[src/design/bsfr_pkg.sv]
// ----------------------------------------------------------------------------
// bsfr_pkg
// Shared types, constants and the CRC-8 step for the byte-stuffed frame
// receiver.
// ----------------------------------------------------------------------------
package bsfr_pkg;

  // Framing bytes.
  localparam logic [7:0] FLAG_BYTE = 8'h7E;
  localparam logic [7:0] ESC_BYTE  = 8'h7D;
  localparam logic [7:0] ESC_LO    = 8'h5D;
  localparam logic [7:0] ESC_HI    = 8'h5E;
  localparam logic [7:0] ESC_XOR   = 8'h20;

  // CRC-8, polynomial x^8 + x^2 + x + 1.
  localparam logic [7:0] CRC_POLY  = 8'h07;

  // Frame layout: nine header bytes, payload, one CRC byte.
  localparam int HDR_LEN        = 9;
  localparam int FRAME_OVERHEAD = 10;

  // Default sizes.
  localparam int PAYLOAD_DEPTH_DEF = 16;
  localparam int RAW_DEPTH_DEF     = 26;

  // Register reset values.
  localparam logic [15:0] TIMEOUT_RST = 16'd100;
  localparam logic [7:0]  VERSION_RST = 8'd1;
  localparam logic [4:0]  MAXPAY_RST  = 5'd16;

  // Register indexes (byte address / 4).
  localparam logic [1:0] REG_TIMEOUT = 2'd0;
  localparam logic [1:0] REG_VERSION = 2'd1;
  localparam logic [1:0] REG_MAXPAY  = 2'd2;

  typedef enum logic [1:0] {
    ST_IDLE,
    ST_PROC,
    ST_EMIT
  } state_t;

  typedef struct packed {
    logic [7:0]  rx_byte;
    logic [31:0] now_ms;
  } in_t;

  typedef struct packed {
    logic        status;
    logic [7:0]  command;
    logic [4:0]  length;
    logic [15:0] sequence_res;
    logic [31:0] session;
    logic [7:0]  payload_byte;
    logic [3:0]  payload_index;
    logic        payload_valid;
    logic        last;
  } out_t;

  typedef struct packed {
    logic [15:0] timeout_ms;
    logic [7:0]  expected_version;
    logic [4:0]  max_payload;
  } cfg_t;

  function automatic logic [7:0] crc8_update(input logic [7:0] crc, input logic [7:0] b);
    logic [7:0] c;
    c = crc ^ b;
    for (int i = 0; i < 8; i++) begin
      c = c[7] ? ((c << 1) ^ CRC_POLY) : (c << 1);
    end
    return c;
  endfunction

endpackage

[src/design/bsfr_ram.sv]
// ----------------------------------------------------------------------------
// bsfr_ram
// Frame buffer: one write port, one read port with registered read data.
// ----------------------------------------------------------------------------
module bsfr_ram #(
  parameter int DEPTH = bsfr_pkg::RAW_DEPTH_DEF
) (
  input  logic                     clk,
  input  logic                     wr_en,
  input  logic [$clog2(DEPTH)-1:0] wr_addr,
  input  logic [7:0]               wr_data,
  input  logic [$clog2(DEPTH)-1:0] rd_addr,
  output logic [7:0]               rd_data
);

  logic [7:0] mem [DEPTH];

  always_ff @(posedge clk) begin
    if (wr_en) begin
      mem[wr_addr] <= wr_data;
    end
  end

  always_ff @(posedge clk) begin
    rd_data <= mem[rd_addr];
  end

endmodule

[src/design/bsfr_core.sv]
// ----------------------------------------------------------------------------
// bsfr_core
// Deframing sequencer: per-byte unstuffing and CRC, frame checks at the
// closing flag, payload read-out from the frame buffer, output register.
// ----------------------------------------------------------------------------
module bsfr_core #(
  parameter int PAYLOAD_DEPTH = bsfr_pkg::PAYLOAD_DEPTH_DEF,
  parameter int RAW_DEPTH     = bsfr_pkg::RAW_DEPTH_DEF
) (
  input  logic                         clk,
  input  logic                         rst_n,
  input  bsfr_pkg::cfg_t               cfg,
  input  logic                         in_valid,
  output logic                         in_stall,
  input  bsfr_pkg::in_t                in_data,
  output logic                         out_valid,
  input  logic                         out_stall,
  output bsfr_pkg::out_t               out_data,
  output logic                         mem_wr_en,
  output logic [$clog2(RAW_DEPTH)-1:0] mem_wr_addr,
  output logic [7:0]                   mem_wr_data,
  output logic [$clog2(RAW_DEPTH)-1:0] mem_rd_addr,
  input  logic [7:0]                   mem_rd_data
);
  import bsfr_pkg::*;

  localparam int CW = $clog2(RAW_DEPTH + 1);
  localparam int AW = $clog2(RAW_DEPTH);
  localparam int KW = (PAYLOAD_DEPTH > 1) ? $clog2(PAYLOAD_DEPTH) : 1;
  localparam logic [7:0] PD8 = 8'(PAYLOAD_DEPTH);

  state_t          state_r, state_nxt;
  logic            in_frame_r, in_frame_nxt;
  logic            esc_r, esc_nxt;
  logic [CW-1:0]   cnt_r, cnt_nxt;
  logic [7:0]      crc_r, crc_nxt;
  logic [7:0]      cbl_r, cbl_nxt;
  logic [31:0]     last_arr_r;
  logic            tmo_r;
  logic [7:0]      byte_r;
  logic [7:0]      hdr_r [HDR_LEN];
  logic [7:0]      hdr_nxt [HDR_LEN];
  logic [7:0]      lastb_r, lastb_nxt;
  logic [KW-1:0]   k_r, k_nxt;
  logic            out_valid_r, out_valid_nxt;
  out_t            out_r, out_nxt;

  logic            accept;
  logic            slot_free;
  logic [31:0]     delta;
  logic            f_in, f_esc;
  logic [CW-1:0]   f_cnt;
  logic [7:0]      f_crc;
  logic [7:0]      b;
  logic [7:0]      mp8, lim8;
  logic            frame_ok;
  logic            do_store;
  out_t            rej, hdr_out;

  assign accept    = in_valid && !in_stall;
  assign in_stall  = (state_r != ST_IDLE) || (out_valid_r && out_stall);
  assign slot_free = !out_valid_r || !out_stall;
  assign delta     = in_data.now_ms - last_arr_r;

  // A timed-out frame is treated as dropped before the byte is handled.
  assign f_in  = in_frame_r && !tmo_r;
  assign f_esc = esc_r && !tmo_r;
  assign f_cnt = tmo_r ? '0 : cnt_r;
  assign f_crc = tmo_r ? 8'h00 : crc_r;

  assign mp8  = {3'b000, cfg.max_payload};
  assign lim8 = (mp8 < PD8) ? mp8 : PD8;

  assign frame_ok = !f_esc
                 && (f_cnt >= CW'(FRAME_OVERHEAD))
                 && (hdr_r[0] == cfg.expected_version)
                 && (hdr_r[2] <= lim8)
                 && (({1'b0, hdr_r[2]} + 9'(FRAME_OVERHEAD)) == 9'(f_cnt))
                 && (cbl_r == lastb_r);

  always_comb begin
    rej        = '0;
    rej.status = 1'b1;
    rej.last   = 1'b1;
    hdr_out              = '0;
    hdr_out.command      = hdr_r[1];
    hdr_out.length       = hdr_r[2][4:0];
    hdr_out.sequence_res = {hdr_r[4], hdr_r[3]};
    hdr_out.session      = {hdr_r[8], hdr_r[7], hdr_r[6], hdr_r[5]};
  end

  always_comb begin
    state_nxt     = state_r;
    in_frame_nxt  = in_frame_r;
    esc_nxt       = esc_r;
    cnt_nxt       = cnt_r;
    crc_nxt       = crc_r;
    cbl_nxt       = cbl_r;
    hdr_nxt       = hdr_r;
    lastb_nxt     = lastb_r;
    k_nxt         = k_r;
    out_nxt       = out_r;
    out_valid_nxt = out_valid_r && out_stall;
    mem_wr_en     = 1'b0;
    b             = byte_r;
    do_store      = 1'b0;

    unique case (state_r)
      ST_IDLE: begin
        if (accept) begin
          state_nxt = ST_PROC;
        end
      end

      ST_PROC: begin
        state_nxt    = ST_IDLE;
        in_frame_nxt = f_in;
        esc_nxt      = f_esc;
        cnt_nxt      = f_cnt;
        crc_nxt      = f_crc;
        cbl_nxt      = tmo_r ? 8'h00 : cbl_r;
        k_nxt        = '0;
        if (byte_r == FLAG_BYTE) begin
          if (f_in && (f_cnt != '0)) begin
            out_valid_nxt = 1'b1;
            if (!frame_ok) begin
              out_nxt = rej;
            end else if (hdr_r[2] == 8'h00) begin
              out_nxt      = hdr_out;
              out_nxt.last = 1'b1;
            end else begin
              out_valid_nxt = 1'b0;
              state_nxt     = ST_EMIT;
            end
          end
          in_frame_nxt = 1'b1;
          esc_nxt      = 1'b0;
          cnt_nxt      = '0;
          crc_nxt      = 8'h00;
          cbl_nxt      = 8'h00;
        end else if (f_in) begin
          if (f_esc) begin
            if ((byte_r != ESC_LO) && (byte_r != ESC_HI)) begin
              out_valid_nxt = 1'b1;
              out_nxt       = rej;
              in_frame_nxt  = 1'b0;
              esc_nxt       = 1'b0;
              cnt_nxt       = '0;
              crc_nxt       = 8'h00;
              cbl_nxt       = 8'h00;
            end else begin
              b        = byte_r ^ ESC_XOR;
              esc_nxt  = 1'b0;
              do_store = 1'b1;
            end
          end else if (byte_r == ESC_BYTE) begin
            esc_nxt = 1'b1;
          end else begin
            do_store = 1'b1;
          end
          if (do_store) begin
            if (f_cnt >= CW'(RAW_DEPTH)) begin
              out_valid_nxt = 1'b1;
              out_nxt       = rej;
              in_frame_nxt  = 1'b0;
              esc_nxt       = 1'b0;
              cnt_nxt       = '0;
              crc_nxt       = 8'h00;
              cbl_nxt       = 8'h00;
            end else begin
              mem_wr_en = 1'b1;
              for (int i = 0; i < HDR_LEN; i++) begin
                if (f_cnt == CW'(i)) begin
                  hdr_nxt[i] = b;
                end
              end
              lastb_nxt = b;
              cnt_nxt   = f_cnt + CW'(1);
              cbl_nxt   = f_crc;
              crc_nxt   = crc8_update(f_crc, b);
            end
          end
        end
      end

      ST_EMIT: begin
        if (slot_free) begin
          out_valid_nxt         = 1'b1;
          out_nxt               = hdr_out;
          out_nxt.payload_byte  = mem_rd_data;
          out_nxt.payload_index = 4'(k_r);
          out_nxt.payload_valid = 1'b1;
          out_nxt.last          = ((8'(k_r) + 8'd1) == hdr_r[2]);
          if (out_nxt.last) begin
            state_nxt = ST_IDLE;
          end else begin
            k_nxt = k_r + KW'(1);
          end
        end
      end

      default: begin
        state_nxt = ST_IDLE;
      end
    endcase
  end

  assign mem_wr_addr = f_cnt[AW-1:0];
  assign mem_wr_data = b;
  // The read runs every cycle, so the entry for the next beat is ready when
  // the output slot frees up.
  assign mem_rd_addr = AW'(HDR_LEN) + AW'(k_nxt);

  always_ff @(posedge clk) begin
    if (!rst_n) begin
      state_r     <= ST_IDLE;
      in_frame_r  <= 1'b0;
      esc_r       <= 1'b0;
      cnt_r       <= '0;
      crc_r       <= 8'h00;
      cbl_r       <= 8'h00;
      last_arr_r  <= '0;
      tmo_r       <= 1'b0;
      k_r         <= '0;
      out_valid_r <= 1'b0;
    end else begin
      state_r     <= state_nxt;
      in_frame_r  <= in_frame_nxt;
      esc_r       <= esc_nxt;
      cnt_r       <= cnt_nxt;
      crc_r       <= crc_nxt;
      cbl_r       <= cbl_nxt;
      k_r         <= k_nxt;
      out_valid_r <= out_valid_nxt;
      if (accept) begin
        last_arr_r <= in_data.now_ms;
        tmo_r      <= in_frame_r && (delta > {16'h0000, cfg.timeout_ms});
      end
    end
  end

  always_ff @(posedge clk) begin
    if (accept) begin
      byte_r <= in_data.rx_byte;
    end
    hdr_r   <= hdr_nxt;
    lastb_r <= lastb_nxt;
    out_r   <= out_nxt;
  end

  assign out_valid = out_valid_r;
  assign out_data  = out_r;

endmodule

[src/design/byte_stuffed_frame_receiver.sv]
// ----------------------------------------------------------------------------
// byte_stuffed_frame_receiver
// Byte-stuffed frame receiver with CRC-8 check and timeout-based resync.
// ----------------------------------------------------------------------------
// Usage: each input beat carries one wire byte and its arrival time in ms.
// The 0x7E flag opens and closes frames and 0x7D escapes the following byte.
// At a closing flag the frame is checked (version, length, size, CRC-8) and a
// good frame leaves as a run of result beats, one per payload byte, each with
// the header fields; an empty payload gives one beat. Any failure gives a
// single reject beat. A gap longer than timeout_ms drops a partial frame.
// Sequencing: each input byte is accepted in ST_IDLE, then unstuffed, stored
// and folded into the CRC in ST_PROC; no new byte is taken until then. A
// closing flag of a good frame then reads the payload from the frame buffer
// in ST_EMIT, one beat per payload byte, holding while out_stall is high.
// Each result beat is registered in the output register before it leaves.
// in_stall is high while a byte or a frame read-out is in progress, and
// while an unconsumed result waits in the output register under out_stall.
// Reset clears the frame state and loads the register defaults; the frame
// buffer itself is not cleared, since only bytes of the current frame are
// ever read back.
// ----------------------------------------------------------------------------
module byte_stuffed_frame_receiver #(
  parameter int PAYLOAD_DEPTH = bsfr_pkg::PAYLOAD_DEPTH_DEF,
  parameter int RAW_DEPTH     = bsfr_pkg::RAW_DEPTH_DEF
) (
  input  logic           clk,
  input  logic           rst_n,
  // Input channel.
  input  logic           in_valid,
  output logic           in_stall,
  input  bsfr_pkg::in_t  in_data,
  // Result channel.
  output logic           out_valid,
  input  logic           out_stall,
  output bsfr_pkg::out_t out_data,
  // Configuration port.
  input  logic           psel,
  input  logic           penable,
  input  logic           pwrite,
  input  logic [3:0]     paddr,
  input  logic [31:0]    pwdata,
  output logic [31:0]    prdata,
  output logic           pready
);
  import bsfr_pkg::*;

  localparam int AW = $clog2(RAW_DEPTH);

  cfg_t          cfg_r;
  logic          cfg_wr;
  logic          mem_wr_en;
  logic [AW-1:0] mem_wr_addr;
  logic [7:0]    mem_wr_data;
  logic [AW-1:0] mem_rd_addr;
  logic [7:0]    mem_rd_data;

  // Register file. Writes land in the access phase; reads are combinational.
  assign pready = 1'b1;
  assign cfg_wr = psel && penable && pwrite;

  always_ff @(posedge clk) begin
    if (!rst_n) begin
      cfg_r.timeout_ms       <= TIMEOUT_RST;
      cfg_r.expected_version <= VERSION_RST;
      cfg_r.max_payload      <= MAXPAY_RST;
    end else if (cfg_wr) begin
      unique case (paddr[3:2])
        REG_TIMEOUT: cfg_r.timeout_ms       <= pwdata[15:0];
        REG_VERSION: cfg_r.expected_version <= pwdata[7:0];
        REG_MAXPAY:  cfg_r.max_payload      <= pwdata[4:0];
        default: begin
        end
      endcase
    end
  end

  always_comb begin
    unique case (paddr[3:2])
      REG_TIMEOUT: prdata = {16'h0000, cfg_r.timeout_ms};
      REG_VERSION: prdata = {24'h000000, cfg_r.expected_version};
      REG_MAXPAY:  prdata = {27'h0000000, cfg_r.max_payload};
      default:     prdata = 32'h00000000;
    endcase
  end

  // Deframing sequencer.
  bsfr_core #(
    .PAYLOAD_DEPTH (PAYLOAD_DEPTH),
    .RAW_DEPTH     (RAW_DEPTH)
  ) u_core (
    .clk         (clk),
    .rst_n       (rst_n),
    .cfg         (cfg_r),
    .in_valid    (in_valid),
    .in_stall    (in_stall),
    .in_data     (in_data),
    .out_valid   (out_valid),
    .out_stall   (out_stall),
    .out_data    (out_data),
    .mem_wr_en   (mem_wr_en),
    .mem_wr_addr (mem_wr_addr),
    .mem_wr_data (mem_wr_data),
    .mem_rd_addr (mem_rd_addr),
    .mem_rd_data (mem_rd_data)
  );

  // Frame buffer holding the unstuffed bytes of the current frame.
  bsfr_ram #(
    .DEPTH (RAW_DEPTH)
  ) u_ram (
    .clk     (clk),
    .wr_en   (mem_wr_en),
    .wr_addr (mem_wr_addr),
    .wr_data (mem_wr_data),
    .rd_addr (mem_rd_addr),
    .rd_data (mem_rd_data)
  );

`ifndef SYNTHESIS
  // Every accepted byte occupies the block for its processing cycle.
  a_busy_after_accept: assert property (@(posedge clk) disable iff (!rst_n)
    in_valid && !in_stall |=> in_stall)
    else $error("input accepted twice in consecutive cycles");

  // A reject beat is always a lone, data-free final beat.
  a_reject_shape: assert property (@(posedge clk) disable iff (!rst_n)
    out_valid && out_data.status |-> out_data.last && !out_data.payload_valid)
    else $error("malformed reject beat");

  // A beat without payload data must end its run.
  a_empty_is_last: assert property (@(posedge clk) disable iff (!rst_n)
    out_valid && !out_data.payload_valid |-> out_data.last)
    else $error("data-free beat that does not end its run");
`endif

endmodule

[config.mk]
export PLATFORM = sky130hd
export DESIGN_NAME = byte_stuffed_frame_receiver
export DESIGN_NICKNAME = d
export VERILOG_FILES = /design/src/design/bsfr_pkg.sv /design/src/design/bsfr_ram.sv /design/src/design/bsfr_core.sv /design/src/design/byte_stuffed_frame_receiver.sv
export SDC_FILE = /design/constraint.sdc
export NUM_CORES = 1
export LEC_CHECK = 0
export BUFFER_PORTS_ARGS = -buffer_cell sky130_fd_sc_hd__clkbuf_2
export CAP_MARGIN = 20
export CORE_UTILIZATION = 53
export DETAILED_ROUTE_END_ITERATION = 10
export GPL_TIMING_DRIVEN = 0
export HOLD_SLACK_MARGIN = 0.1
export PLACE_DENSITY = 0.85
export SLEW_MARGIN = 20
export SYNTH_ARGS = -nofsm -noshare
export SYNTH_HDL_FRONTEND = slang
export SYNTH_SLANG_ARGS = --single-unit
[constraint.sdc]
create_clock -name clk -period 9.5 [get_ports clk]
set_input_delay 1.9 -clock clk [delete_from_list [all_inputs] [get_ports clk]]
set_output_delay 1.9 -clock clk [all_outputs]
set_load 0.005 [all_outputs]
==> results.yml <==
logic_synthesis:
  syn-cell-area_sq_um: 19900
  synth_top_cell_by_area: "edfxtp_1"
  yosysWarnings: 0
  synth_xor_area_share_pct: 3.56
  syn_area_per_cell_sq_um: 11.9
  synthFlopType: "edfxtp_1"
  synth.distinct_cells: 78
  synth_top_area_share_pct: 48.9
  synth_area_leaders: "edfxtp_1, dfxtp_1, ha_1, a21oi_1, nand2_1"
  synth-simple-area-share_pct: 10.9
  synth_async_sr_flop_share_pct: 0
  ys_seq_area_share_pct: 58.9
  synth_most_common_cell: "edfxtp_1"
  synth-seq-cells: 424
  synth_top_family_by_area: "compound AO/OA/AOI/OAI gates"
  synthTopCellsByCount: "edfxtp_1, nand2_1, a21oi_1"
  synth_compound_area_share_pct: 13.6
  netlist_instances: 1672
  synth_edf_count: 324
  synth_adder_area_share_pct: 4.00
  muxShareOfSynthArea_pct: 5.18
sta:
  skew_ns: 0.0292
  worst_pin_slew_ns: 0.944
  relSlewSlack_pct: 36.9
  slew_viol_final: 0
  layout_setup_ws_ns: 3.42
  rsz0062_at_grt: "false"
  layout_min_cycle_time_ns: 6.08
  setup_viol: 0
  period_share_pct: 64.0
  fmax_mhz: 165
  timing.hold.ws_ns: 0.454
  hold_viol: 0
clock_tree:
  cts_sinks: 424
  clk_path_buf_depth: 3
  numCtsBuffers: 43
  clock_latency_ns: 0.56
  cts.repair.resized: 0
  ctsHoldBuffers: 0
  cts_root_buffer: "clkbuf_16"
  cts_max_level: 2
  cts_setup_buffers: 0
  clk_pin_slew_ns: 0.06
  cts_tree: "built"
grt:
  antenna_found_initial: 0
  grt_max_degree: 20
  grt_pass1_vias: 14144
  grt_usage_pct: 25.5
  overflow: 0
  grt_pass1_wl_microns: 76400
drt:
  totalWireLength_microns: 49300
  vias: 14453
  drt_iter0_drc: 1378
  drc_errors: 0
  antenna_left: 0
  drtPass1Iterations: 5
  wire_per_inst_microns: 20.4
  via_per_inst: 6.00
die:
  core-area_sq_um: 36800
  die_h_microns: 196
  io-pin-count: 194
  die_x_microns: 196
  start_util_pct: 54.1
  die_area_sq_um: 38400
  num_rows: 70
pwr:
  finalPower_w: 0.00417
  power.leakage_nw: 8.49
  powerDensity_nw_per_um2: 181
  ir_worst_vdd_mv: 0.183
final_layout:
  area_growth_pct: 15.8
  post-route-util_pct: 62.7
  finalInstanceArea_sq_um: 23100
  n_antenna_cell: 0
  nets: 2053
  drive_above_1_share_pct: 16.3
critical_path:
  r2r_slack_ns: 3.50
  r2r-start: "u_core.k_r[0]$_SDFF_PN0_"
  crit_path_end_kind: "register"
  cp_data_arrival_time_ns: 6.49
  crit_start: "out_stall"
  cp.required_ns: 9.91
  crit_type: "input pin to register"
  critPathMaxFanout: 10
  startpoint_type: "input pin"
place:
  dp_slack_ns: 2.86
  portBuffers: 157
  place_congestion: 0.933
  place_area_sq_um: 21700
  hpwl_microns: 35400
worst_hold_path:
  hp-class: "register to register"
  min_from: "u_core.last_arr_r[5]$_SDFFE_PN0P_"
run:
  drv_cap: 0
run_status:
  outcome: "finished clean"
flip-flops by register name, indices dropped and copies added, names as in the netlist:
signal and flops:
u_core.tmo_r 1, u_ram.mem 160, u_core.out_data 76, u_core.in_frame_r 1
u_core.hdr_out 61, u_core.crc_r 8, cfg_r 29, u_core.out_valid 1
u_core.esc_r 1, u_core.cnt_r 5, u_core.lastb_r 8, u_ram.rd_data 8
u_core.hdr_r 11, u_core.last_arr_r 32, u_core.cbl_r 8, u_core.k_r 4
u_core.state_r 2, u_core.byte_r 8
layout make-up:
cell class | instances | area (sq um)
buffer | 112 | 510
clock buffer | 51 | 1120
clock inverter | 28 | 268
fill | 2759 | 13700
inverter | 69 | 259
multi-input combinational | 1082 | 7550
sequential | 424 | 11700
tap | 468 | 586
timing repair buffer | 175 | 1050
critical path: stages:
cell	delay [ns]
clkbuf_2	0.09
nand2_1	0.23
a21oi_1	0.16
a211oi_4	0.45
clkbuf_1	0.46
buf_2	0.32
inv_1	0.07
ha_1	0.28
clkbuf_1	0.61
clkbuf_1	0.60
buf_2	0.42
mux2i_1	0.24
a21oi_1	0.10
o21ai_0	0.36
a211oi_1	0.17
report_power, final:
part           leakage [nW]  switching (W)  internal (W)  total, W
clock                 0.654       0.000702      0.000953   0.00166
sequential             3.75      0.0000368       0.00205   0.00209
combinational          4.08       0.000259      0.000173  0.000432
layer usage:
layer	GRT usage, %	part of all wire [%]	wire [microns]	up-vias
met1	33.0	41	20100	7036
met2	44.1	49	24000	680
met4	6.89	2.4	1170	0
li1	-	-	-	6642
met3	4.64	8.2	4040	95
met5	0	0	0	-
path summary, 6_finish.rpt:
check,to,cells past startpoint
max,u_ram.rd_data[3]$_DFF_P_,15
max reg2reg,u_ram.rd_data[3]$_DFF_P_,17
min reg2reg,u_core.last_arr_r[5]$_SDFFE_PN0P_,2
min,u_core.last_arr_r[5]$_SDFFE_PN0P_,2
cells by family after synthesis:
family | count (synthesis)
AOI/OAI and AO/OA | 396
xor gates and xnor gates | 78
adders and majority gates | 63
buffers and inverters | 181
DFF | 424
muxes | 73
other | 2
and+or+nand+nor | 455
metrics by stage:
| stage | setup TNS [ns] | cells |
|---|---|---|
| floorplan | 0 | 1687 |
| global placement | -49.67 | 2312 |
| detailed placement | 0 | 2330 |
| CTS | 0 | 2409 |
| global route | 0 | 2409 |
| finish | 0 | 2409 |
placed cells by master (no fill, tap or decap), types with 24 or more instances in the layout:
master	n
a21oi_1	132
a22o_1	61
and3_1	25
clkbuf_1	88
clkbuf_16	43
clkbuf_2	158
dfxtp_1	100
edfxtp_1	324
ha_1	62
inv_1	68
mux2i_1	48
mux4_2	24
nand2_1	175
nor2_1	92
nor2b_1	32
nor3_1	26
o21ai_0	59
xnor2_1	51
xor2_1	25
Note: power is estimated with default switching activity, not from simulation.
